--- config.mk ---
export PLATFORM = sky130hd
export DESIGN_NAME = i2c_register_access_master
export DESIGN_NICKNAME = d
export VERILOG_FILES = /design/src/hdl/i2cra_pkg.sv /design/src/hdl/i2cra_cfg.sv /design/src/hdl/i2cra_seq.sv /design/src/hdl/i2c_register_access_master.sv
export SDC_FILE = /design/constraint.sdc
export NUM_CORES = 1
export LEC_CHECK = 0
export BUFFER_PORTS_ARGS = -buffer_cell sky130_fd_sc_hd__buf_4
export CORE_MARGIN = 4
export CORE_UTILIZATION = 60
export CTS_CLUSTER_SIZE = 8
export DETAILED_ROUTE_END_ITERATION = 16
export HOLD_SLACK_MARGIN = 0.03
export PLACE_DENSITY = 0.79
export SLEW_MARGIN = 20
export SYNTH_ARGS = -nofsm -noshare
export SYNTH_HDL_FRONTEND = slang
export SYNTH_SLANG_ARGS = --single-unit
--- constraint.sdc ---
create_clock -name i_clk -period 6.05 [get_ports i_clk]
set_input_delay 1.21 -clock i_clk [delete_from_list [all_inputs] [get_ports i_clk]]
set_output_delay 1.21 -clock i_clk [all_outputs]
set_load 0.01 [all_outputs]
--- src/hdl/i2cra_pkg.sv ---
// Shared types and constants for the I2C register access master.
package i2cra_pkg;

    typedef enum logic [4:0] {
        ST_IDLE = 5'd0,
        ST_S0   = 5'd1,
        ST_S1   = 5'd2,
        ST_S2   = 5'd3,
        ST_S3   = 5'd4,
        ST_T0   = 5'd5,
        ST_T1   = 5'd6,
        ST_T2   = 5'd7,
        ST_T3   = 5'd8,
        ST_A0   = 5'd9,
        ST_A1   = 5'd10,
        ST_A2   = 5'd11,
        ST_GAP  = 5'd12,
        ST_R0   = 5'd13,
        ST_R1   = 5'd14,
        ST_R2   = 5'd15,
        ST_R3   = 5'd16,
        ST_N0   = 5'd17,
        ST_N1   = 5'd18,
        ST_N2   = 5'd19,
        ST_P0   = 5'd20,
        ST_P1   = 5'd21,
        ST_P2   = 5'd22
    } t_seq_state;

    localparam int CFG_IDX_W  = 2;
    localparam int CFG_DATA_W = 16;

    localparam logic [CFG_IDX_W-1:0] CFG_PHASE_TICKS     = 2'd0;
    localparam logic [CFG_IDX_W-1:0] CFG_ACK_WAIT_LIMIT  = 2'd1;
    localparam logic [CFG_IDX_W-1:0] CFG_READ_GAP_PHASES = 2'd2;

    localparam logic [15:0] PHASE_TICKS_RST     = 16'd160;
    localparam logic [15:0] ACK_WAIT_LIMIT_RST  = 16'd280;
    localparam logic [7:0]  READ_GAP_PHASES_RST = 8'd5;

    localparam logic       OP_WRITE = 1'b0;
    localparam logic       OP_READ  = 1'b1;
    localparam logic [3:0] BITS_PER_BYTE = 4'd8;

    typedef struct packed {
        logic [15:0] phase_ticks;
        logic [15:0] ack_wait_limit;
        logic [7:0]  read_gap_phases;
    } t_cfg;

    typedef struct packed {
        logic       cmd_valid;
        logic       opcode;
        logic [7:0] dev_addr;
        logic [7:0] reg_addr;
        logic [7:0] wr_data;
        logic       sda_in;
    } t_cmd;

    typedef struct packed {
        logic       scl_out;
        logic       sda_out;
        logic       busy_res;
        logic       done_res;
        logic [7:0] rd_data;
    } t_bus_res;

endpackage

--- src/hdl/i2cra_cfg.sv ---
// Configuration register file for the I2C register access master.
module i2cra_cfg
    import i2cra_pkg::*;
(
    input  logic                  i_clk,
    input  logic                  i_rst_n,
    input  logic                  i_cfg_wr_en,
    input  logic [CFG_IDX_W-1:0]  i_cfg_idx,
    input  logic [CFG_DATA_W-1:0] i_cfg_data,
    output t_cfg                  o_cfg
);

    t_cfg r_cfg;

    always_ff @(posedge i_clk) begin
        if (!i_rst_n) begin
            r_cfg.phase_ticks     <= PHASE_TICKS_RST;
            r_cfg.ack_wait_limit  <= ACK_WAIT_LIMIT_RST;
            r_cfg.read_gap_phases <= READ_GAP_PHASES_RST;
        end else if (i_cfg_wr_en) begin
            case (i_cfg_idx)
                CFG_PHASE_TICKS: begin
                    r_cfg.phase_ticks <= i_cfg_data;
                end
                CFG_ACK_WAIT_LIMIT: begin
                    r_cfg.ack_wait_limit <= i_cfg_data;
                end
                CFG_READ_GAP_PHASES: begin
                    r_cfg.read_gap_phases <= i_cfg_data[7:0];
                end
                default: begin
                end
            endcase
        end
    end

    assign o_cfg = r_cfg;

endmodule

--- src/hdl/i2cra_seq.sv ---
// Bus sequencer: advances the I2C state by one clock per step beat.
module i2cra_seq
    import i2cra_pkg::*;
(
    input  logic     i_clk,
    input  logic     i_rst_n,
    input  logic     i_step,
    input  t_cmd     i_cmd,
    input  t_cfg     i_cfg,
    output t_bus_res o_res
);

    t_seq_state r_state, n_state;
    logic [15:0] r_phase, n_phase;
    logic [3:0]  r_bit, n_bit;
    logic [7:0]  r_shift, n_shift;
    logic [15:0] r_ack_wait, n_ack_wait;
    logic [7:0]  r_gap, n_gap;
    logic [1:0]  r_byte_idx, n_byte_idx;
    logic        r_read_mode, n_read_mode;
    logic [7:0]  r_addr, n_addr;
    logic [7:0]  r_reg, n_reg;
    logic [7:0]  r_data, n_data;
    logic [7:0]  r_rd_result, n_rd_result;
    logic        r_scl, n_scl;
    logic        r_sda, n_sda;

    logic        go;
    logic        done;
    t_seq_state  tgt;
    logic [15:0] ticks;
    logic [15:0] pc;
    logic [15:0] awc;
    logic [3:0]  bc;
    logic [7:0]  gc;
    logic [7:0]  sh;

    always_comb begin
        n_state     = r_state;
        n_phase     = r_phase;
        n_bit       = r_bit;
        n_shift     = r_shift;
        n_ack_wait  = r_ack_wait;
        n_gap       = r_gap;
        n_byte_idx  = r_byte_idx;
        n_read_mode = r_read_mode;
        n_addr      = r_addr;
        n_reg       = r_reg;
        n_data      = r_data;
        n_rd_result = r_rd_result;
        n_scl       = r_scl;
        n_sda       = r_sda;
        go          = 1'b0;
        done        = 1'b0;
        tgt         = ST_IDLE;
        ticks       = (i_cfg.phase_ticks == 16'd0) ? 16'd1 : i_cfg.phase_ticks;
        pc          = r_phase + 16'd1;
        awc         = r_ack_wait + 16'd1;
        bc          = r_bit + 4'd1;
        gc          = r_gap + 8'd1;
        sh          = (r_state == ST_R2) ? {r_shift[6:0], i_cmd.sda_in} : r_shift;

        // Event part: decide which phase, if any, is entered this cycle.
        if (r_state == ST_IDLE) begin
            if (i_cmd.cmd_valid) begin
                n_read_mode = (i_cmd.opcode == OP_READ);
                n_addr      = i_cmd.dev_addr;
                n_reg       = i_cmd.reg_addr;
                n_data      = i_cmd.wr_data;
                n_byte_idx  = 2'd0;
                go          = 1'b1;
                tgt         = ST_S0;
            end
        end else if (r_state == ST_A1) begin
            if (!i_cmd.sda_in) begin
                go  = 1'b1;
                tgt = ST_A2;
            end else begin
                n_ack_wait = awc;
                if (awc >= i_cfg.ack_wait_limit) begin
                    go  = 1'b1;
                    tgt = ST_A2;
                end
            end
        end else begin
            n_phase = pc;
            if (pc >= ticks) begin
                n_shift = sh;
                go      = 1'b1;
                case (r_state)
                    ST_S0: tgt = ST_S1;
                    ST_S1: tgt = ST_S2;
                    ST_S2: tgt = ST_S3;
                    ST_S3: begin
                        // The repeated start of a read carries the read address.
                        n_shift = (r_byte_idx == 2'd2) ? r_addr + 8'd1 : r_addr;
                        n_bit   = 4'd0;
                        tgt     = ST_T0;
                    end
                    ST_T0: tgt = ST_T1;
                    ST_T1: tgt = ST_T2;
                    ST_T2: begin
                        n_bit   = bc;
                        n_shift = {sh[6:0], 1'b0};
                        tgt     = (bc >= BITS_PER_BYTE) ? ST_T3 : ST_T0;
                    end
                    ST_T3: tgt = ST_A0;
                    ST_A0: tgt = ST_A1;
                    ST_A2: begin
                        if (r_byte_idx == 2'd0) begin
                            n_byte_idx = 2'd1;
                            n_shift    = r_reg;
                            n_bit      = 4'd0;
                            tgt        = ST_T0;
                        end else if (r_byte_idx == 2'd1) begin
                            n_byte_idx = 2'd2;
                            if (r_read_mode) begin
                                tgt = ST_S0;
                            end else begin
                                n_shift = r_data;
                                n_bit   = 4'd0;
                                tgt     = ST_T0;
                            end
                        end else begin
                            tgt = r_read_mode ? ST_GAP : ST_P0;
                        end
                    end
                    ST_GAP: begin
                        n_gap = gc;
                        if (gc >= i_cfg.read_gap_phases) begin
                            tgt = ST_R0;
                        end else begin
                            go      = 1'b0;
                            n_phase = 16'd0;
                        end
                    end
                    ST_R0: tgt = ST_R1;
                    ST_R1: tgt = ST_R2;
                    ST_R2: tgt = ST_R3;
                    ST_R3: begin
                        n_bit = bc;
                        if (bc >= BITS_PER_BYTE) begin
                            n_rd_result = sh;
                            tgt         = ST_N0;
                        end else begin
                            tgt = ST_R2;
                        end
                    end
                    ST_N0: tgt = ST_N1;
                    ST_N1: tgt = ST_N2;
                    ST_N2: tgt = ST_P0;
                    ST_P0: tgt = ST_P1;
                    ST_P1: tgt = ST_P2;
                    ST_P2: begin
                        go      = 1'b0;
                        done    = 1'b1;
                        n_state = ST_IDLE;
                        n_phase = 16'd0;
                    end
                    default: begin
                        go      = 1'b0;
                        n_state = ST_IDLE;
                        n_phase = 16'd0;
                    end
                endcase
            end
        end

        // Entry part: set the line levels of the phase being entered.
        if (go) begin
            n_state = tgt;
            n_phase = 16'd0;
            case (tgt)
                ST_S0: n_sda = 1'b1;
                ST_S1: n_scl = 1'b1;
                ST_S2: n_sda = 1'b0;
                ST_S3: n_scl = 1'b0;
                ST_T0: begin
                    n_scl = 1'b0;
                    n_sda = n_shift[7];
                end
                ST_T1: n_scl = 1'b1;
                ST_T2: n_scl = 1'b0;
                ST_T3: n_sda = 1'b1;
                ST_A0: n_scl = 1'b1;
                ST_A1: begin
                    n_ack_wait = 16'd0;
                    // With no wait allowed the ack slot closes at once.
                    if (i_cfg.ack_wait_limit == 16'd0) begin
                        n_state = ST_A2;
                        n_scl   = 1'b0;
                    end
                end
                ST_A2: n_scl = 1'b0;
                ST_GAP: begin
                    n_gap = 8'd0;
                    if (i_cfg.read_gap_phases == 8'd0) begin
                        n_state = ST_R0;
                        n_scl   = 1'b0;
                        n_bit   = 4'd0;
                        n_shift = 8'd0;
                    end
                end
                ST_R0: begin
                    n_scl   = 1'b0;
                    n_bit   = 4'd0;
                    n_shift = 8'd0;
                end
                ST_R1: n_sda = 1'b1;
                ST_R2: n_scl = 1'b1;
                ST_R3: n_scl = 1'b0;
                ST_N0: n_sda = 1'b1;
                ST_N1: n_scl = 1'b1;
                ST_N2: n_scl = 1'b0;
                ST_P0: begin
                    n_scl = 1'b0;
                    n_sda = 1'b0;
                end
                ST_P1: n_scl = 1'b1;
                ST_P2: n_sda = 1'b1;
                default: n_state = ST_IDLE;
            endcase
        end
    end

    always_ff @(posedge i_clk) begin
        if (!i_rst_n) begin
            r_state     <= ST_IDLE;
            r_phase     <= 16'd0;
            r_bit       <= 4'd0;
            r_shift     <= 8'd0;
            r_ack_wait  <= 16'd0;
            r_gap       <= 8'd0;
            r_byte_idx  <= 2'd0;
            r_read_mode <= 1'b0;
            r_addr      <= 8'd0;
            r_reg       <= 8'd0;
            r_data      <= 8'd0;
            r_rd_result <= 8'd0;
            r_scl       <= 1'b1;
            r_sda       <= 1'b1;
        end else if (i_step) begin
            r_state     <= n_state;
            r_phase     <= n_phase;
            r_bit       <= n_bit;
            r_shift     <= n_shift;
            r_ack_wait  <= n_ack_wait;
            r_gap       <= n_gap;
            r_byte_idx  <= n_byte_idx;
            r_read_mode <= n_read_mode;
            r_addr      <= n_addr;
            r_reg       <= n_reg;
            r_data      <= n_data;
            r_rd_result <= n_rd_result;
            r_scl       <= n_scl;
            r_sda       <= n_sda;
        end
    end

    // The result of a step shows the levels after that step's update.
    always_comb begin
        o_res.scl_out  = n_scl;
        o_res.sda_out  = n_sda;
        o_res.busy_res = (n_state != ST_IDLE);
        o_res.done_res = done;
        o_res.rd_data  = n_rd_result;
    end

endmodule

--- src/hdl/i2c_register_access_master.sv ---
// Top level of the I2C register access master: input register, sequencer, result register.
// Each input beat is one clock of the I2C bus sequencer and yields exactly one result beat
// with the SCL/SDA drive levels, busy and done flags and the last byte read. The block takes
// one beat per cycle unless o_stall holds it; a beat's result passes the input register, then
// the sequencer's next-state logic into the result register, and a stalled result stops the
// next beat only while the input register is still full. Bus timing follows from the beat
// rate: every SCL/SDA phase but the ack slot lasts phase_ticks beats (zero counts as one), and
// an ack slot lasts until SDA reads low or ack_wait_limit beats pass. Configuration writes are
// taken on any cycle and should be made while no transaction is running.
module i2c_register_access_master
    import i2cra_pkg::*;
(
    input  logic                  i_clk,
    input  logic                  i_rst_n,
    input  logic                  i_cfg_wr_en,
    input  logic [CFG_IDX_W-1:0]  i_cfg_idx,
    input  logic [CFG_DATA_W-1:0] i_cfg_data,
    input  logic                  i_valid,
    output logic                  o_stall,
    input  logic                  i_cmd_valid,
    input  logic                  i_opcode,
    input  logic [7:0]            i_dev_addr,
    input  logic [7:0]            i_reg_addr,
    input  logic [7:0]            i_wr_data,
    input  logic                  i_sda_in,
    output logic                  o_valid,
    input  logic                  i_stall,
    output logic                  o_scl_out,
    output logic                  o_sda_out,
    output logic                  o_busy_res,
    output logic                  o_done_res,
    output logic [7:0]            o_rd_data
);

    t_cfg     cfg;
    t_bus_res seq_res;
    t_cmd     r_in;
    logic     r_in_valid;
    t_bus_res r_out;
    logic     r_out_valid;
    logic     advance;
    logic     in_beat;

    i2cra_cfg u_cfg (
        .i_clk       (i_clk),
        .i_rst_n     (i_rst_n),
        .i_cfg_wr_en (i_cfg_wr_en),
        .i_cfg_idx   (i_cfg_idx),
        .i_cfg_data  (i_cfg_data),
        .o_cfg       (cfg)
    );

    // A held beat moves on when the result register is empty or being emptied.
    assign advance = r_in_valid && (!r_out_valid || !i_stall);
    assign o_stall = r_in_valid && r_out_valid && i_stall;
    assign in_beat = i_valid && !o_stall;

    i2cra_seq u_seq (
        .i_clk   (i_clk),
        .i_rst_n (i_rst_n),
        .i_step  (advance),
        .i_cmd   (r_in),
        .i_cfg   (cfg),
        .o_res   (seq_res)
    );

    always_ff @(posedge i_clk) begin
        if (!i_rst_n) begin
            r_in_valid <= 1'b0;
        end else if (in_beat) begin
            r_in_valid <= 1'b1;
        end else if (advance) begin
            r_in_valid <= 1'b0;
        end
    end

    always_ff @(posedge i_clk) begin
        if (in_beat) begin
            r_in.cmd_valid <= i_cmd_valid;
            r_in.opcode    <= i_opcode;
            r_in.dev_addr  <= i_dev_addr;
            r_in.reg_addr  <= i_reg_addr;
            r_in.wr_data   <= i_wr_data;
            r_in.sda_in    <= i_sda_in;
        end
    end

    always_ff @(posedge i_clk) begin
        if (!i_rst_n) begin
            r_out_valid <= 1'b0;
        end else if (advance) begin
            r_out_valid <= 1'b1;
        end else if (!i_stall) begin
            r_out_valid <= 1'b0;
        end
    end

    always_ff @(posedge i_clk) begin
        if (advance) begin
            r_out <= seq_res;
        end
    end

    assign o_valid    = r_out_valid;
    assign o_scl_out  = r_out.scl_out;
    assign o_sda_out  = r_out.sda_out;
    assign o_busy_res = r_out.busy_res;
    assign o_done_res = r_out.done_res;
    assign o_rd_data  = r_out.rd_data;

endmodule

==> flow_summary.toml <==
[cts]
cts-root-buf = "clkbuf_16"
cts_resized = 0
cts_setup_buffers = 0
clkSinkCount = 175
clockBufferDepth = 2
clkLatencyLatePin_ns = 0.43
cts_buffers = 17
htreeDepth = 4
cts.reportedPaths.clkPinSlew_ns = 0.07
cts_tree = "yes"
cts_hold_buf = 0

[pwr]
leakage_nw = 4.18
vdd.ir_drop.worst_mv = 0.220
cellPowerDensity_nw_per_um2 = 235
finalPower_w = 0.00253

[status]
status = "finished, final reports clean"

[synth]
synthArstFlopShare_pct = 0
syn_inst = 1133
yosys_warnings = 0
seq_area_frac_synth_pct = 40.4
synth_area_leader_cell = "dfxtp_1"
synth_edf_count = 39
syn_area_um2 = 9630
yosys_most_used_dff = "dfxtp_1"
synth_area_leaders = "dfxtp_1 28%, edfxtp_1 12%, nand2_1 8.3%"
avgSynthCellArea_um2 = 8.50
yosysTopAreaCellShare_pct = 28.3
ys_seq_elements = 175
ys_types = 76
synth_nets = 1228

[detailed_routing]
wl_um = 21800
vias = 8042
route.detailed.drc = 0
routed_via_density = 5.77
drt_pass1_iterations = 5
dr.first_iter.drc_count = 561
drtAntennaViolNets = 0
drt-wirelength-per-cell_um = 15.6

[sta]
fin_worst_skew_ns = 0.00837
hold_violations = 0
period_share_pct = 86.0
layout_min_cycle_time_ns = 5.20
finalSetupViolCount = 0
slew_headroom_pct = 34.4
fmax_mhz = 192
maxSlewViolCount = 0
rsz0062_at_grt = "no"
worst-slew-pin-transition_ns = 0.984
fin_tns_setup_ns = 0

[die]
placementRows = 46
die_h_um = 135
ios = 64
dieArea_um2 = 18100
die_x_um = 135
fp.coreArea_um2 = 15800
start_util_pct = 60.8

[grt]
antenna_found_initial = 0
grt_pass1_wl_um = 36400
first_global_vias = 7454
grt_max_degree = 110
grt_usage_pct = 24.6
gr-total-overflow = 0

[cells_and_area]
final_nets = 1259
nFillCells = 1299
diodes = 0
layout-drive-gt1-share_pct = 10.5
syn2layout_area_growth_pct = 11.7
largest_reg_flops = 40
stdcell_area_um2 = 10800

[min_path]
worstHoldPathType = "register to register"
min_from = "u_seq.r_shift[0]$_SDFFE_PN0P_"
hold_path_depth = 2
min_to = "u_seq.r_shift[0]$_SDFFE_PN0P_"

[setup_path]
start_kind = "register"
ff2ff_path_depth = 17
rr_endpoint = "u_seq.r_phase[6]$_SDFFE_PN0P_"
reg2reg_from = "u_seq.r_phase[0]$_SDFFE_PN0P_"
path_max_fanout = 13
crit_path_start = "u_seq.r_phase[0]$_SDFFE_PN0P_"
worstPathRequired_ns = 6.42
ff2ff_setup_slack_ns = 0.85
cp_data_arrival_time_ns = 5.57
crit_type = "register to register"
end_kind = "register"

[place]
hpwl_um = 15600
gp_congestion = 0.920
portBuffers = 63
dpl_cell_area_um2 = 10200

[run]
maxCapViolCount = 0
-- critical path, stage by stage (launching register included) --
cell and delay (ns):
dfxtp_1 0.41, nand3_1 0.20, nor3_1 0.48, and3_1 0.32, and3_1 0.26, and3_1 0.26
nand3_1 0.11, xnor2_1 0.21, ha_1 0.27, a21oi_1 0.13, o21ai_0 0.12, nor3_1 0.30
a21o_1 0.46, nand2_1 0.41, nor2_1 0.79, nand2_1 0.11, o21ai_0 0.16, and2_1 0.14
-- cell type report --
class	instances	area [µm²]	share of cell area, %
sequential	175	3890	36.2
inverter	49	184	1.71
tap	216	270	2.51
clock inverter	13	128	1.19
multi-input combinational	854	5330	49.6
timing repair buffer	67	503	4.68
clock buffer	19	443	4.12
-- where the power goes --
part	switching, W	internal [W]	total [W]
clock network	0.000475	0.000586	0.00106
logic	0.000123	0.0000915	0.000215
registers	0.0000268	0.00123	0.00125
-- per-layer routing --
layer | track usage (%) | up-vias | part of all wire, %
li1 | - | 4016 | -
met1 | 35.1 | 3725 | 47
met2 | 37.4 | 260 | 45
met3 | 4.10 | 41 | 5.7
met4 | 9.73 | 0 | 2.4
met5 | 0 | - | 0
-- cells by family (layout without fill, tap and decap cells) --
group                      count (synthesis)  after routing  share of synthesized area, %
xor gates and xnor gates                  67             67                          6.09
and+or+nand+nor                          470            470                          22.6
muxes                                     26             26                          2.81
adders and majority gates                 45             45                          5.85
buffers and inverters                    104            148                          4.34
DFF                                      175            175                          40.4
AOI/OAI and AO/OA                        246            246                          17.8
-- cell usage in the layout (no fill, tap or decap), types with 39 or more instances in the layout --
cell type / count
ha_1: 45
inv_1: 49
buf_4: 67
edfxtp_1: 39
dfxtp_1: 136
nand2_1: 213
a21boi_0: 64
xor2_1: 40
nor2_1: 83
o21ai_0: 55
-- stage by stage --
step	hold slack (ns)	worst slack, ns	std cells	util, %
floorplan	0.431	1.78	1133	-
global placement	0.444	1.16	1361	64.3
detailed placement	0.449	0.928	1361	64.3
CTS	0.461	0.894	1393	67.9
global route	0.491	0.255	1393	67.9
finish	0.456	0.849	1393	67.9
-- worst max path at each step --
stage | to | slack [ns] | cells after the start
finish | u_seq.r_phase[6]$_SDFFE_PN0P_ | 0.85 | 17
CTS | u_seq.r_phase[6]$_SDFFE_PN0P_ | 0.89 | 17
global route | u_seq.r_phase[10]$_SDFFE_PN0P_ | 0.26 | 17
floorplan | o_sda_out$_DFFE_PP_ | 1.78 | 18
global placement | u_seq.r_phase[7]$_SDFFE_PN0P_ | 1.16 | 17
detailed placement | u_seq.r_phase[6]$_SDFFE_PN0P_ | 0.93 | 17
-- synthesized netlist by cell type, types with 3 or more instances --
master,count
a221o_1,4
mux2i_1,18
buf_2,7
nand3_1,35
clkbuf_1,43
nor4_1,14
nor3b_1,6
edfxtp_1,39
o211ai_1,7
a21oi_1,37
ha_1,45
o21bai_1,3
a311oi_1,3
a221oi_1,3
and2_1,11
nand3b_1,5
inv_1,49
a22oi_1,4
nand2b_1,11
nor3_1,20
o21a_1,7
nand4_1,12
nor2b_1,24
a22o_1,6
or3_1,3
o22ai_1,9
o31ai_1,3
o21ai_0,55
a31oi_1,3
nor2_1,83
o211a_1,3
and3_1,19
xnor2_1,27
a21boi_0,64
mux2_2,8
nand2_1,213
a21o_1,6
xor2_1,40
dfxtp_1,136
(Power assumes the default switching activity.)
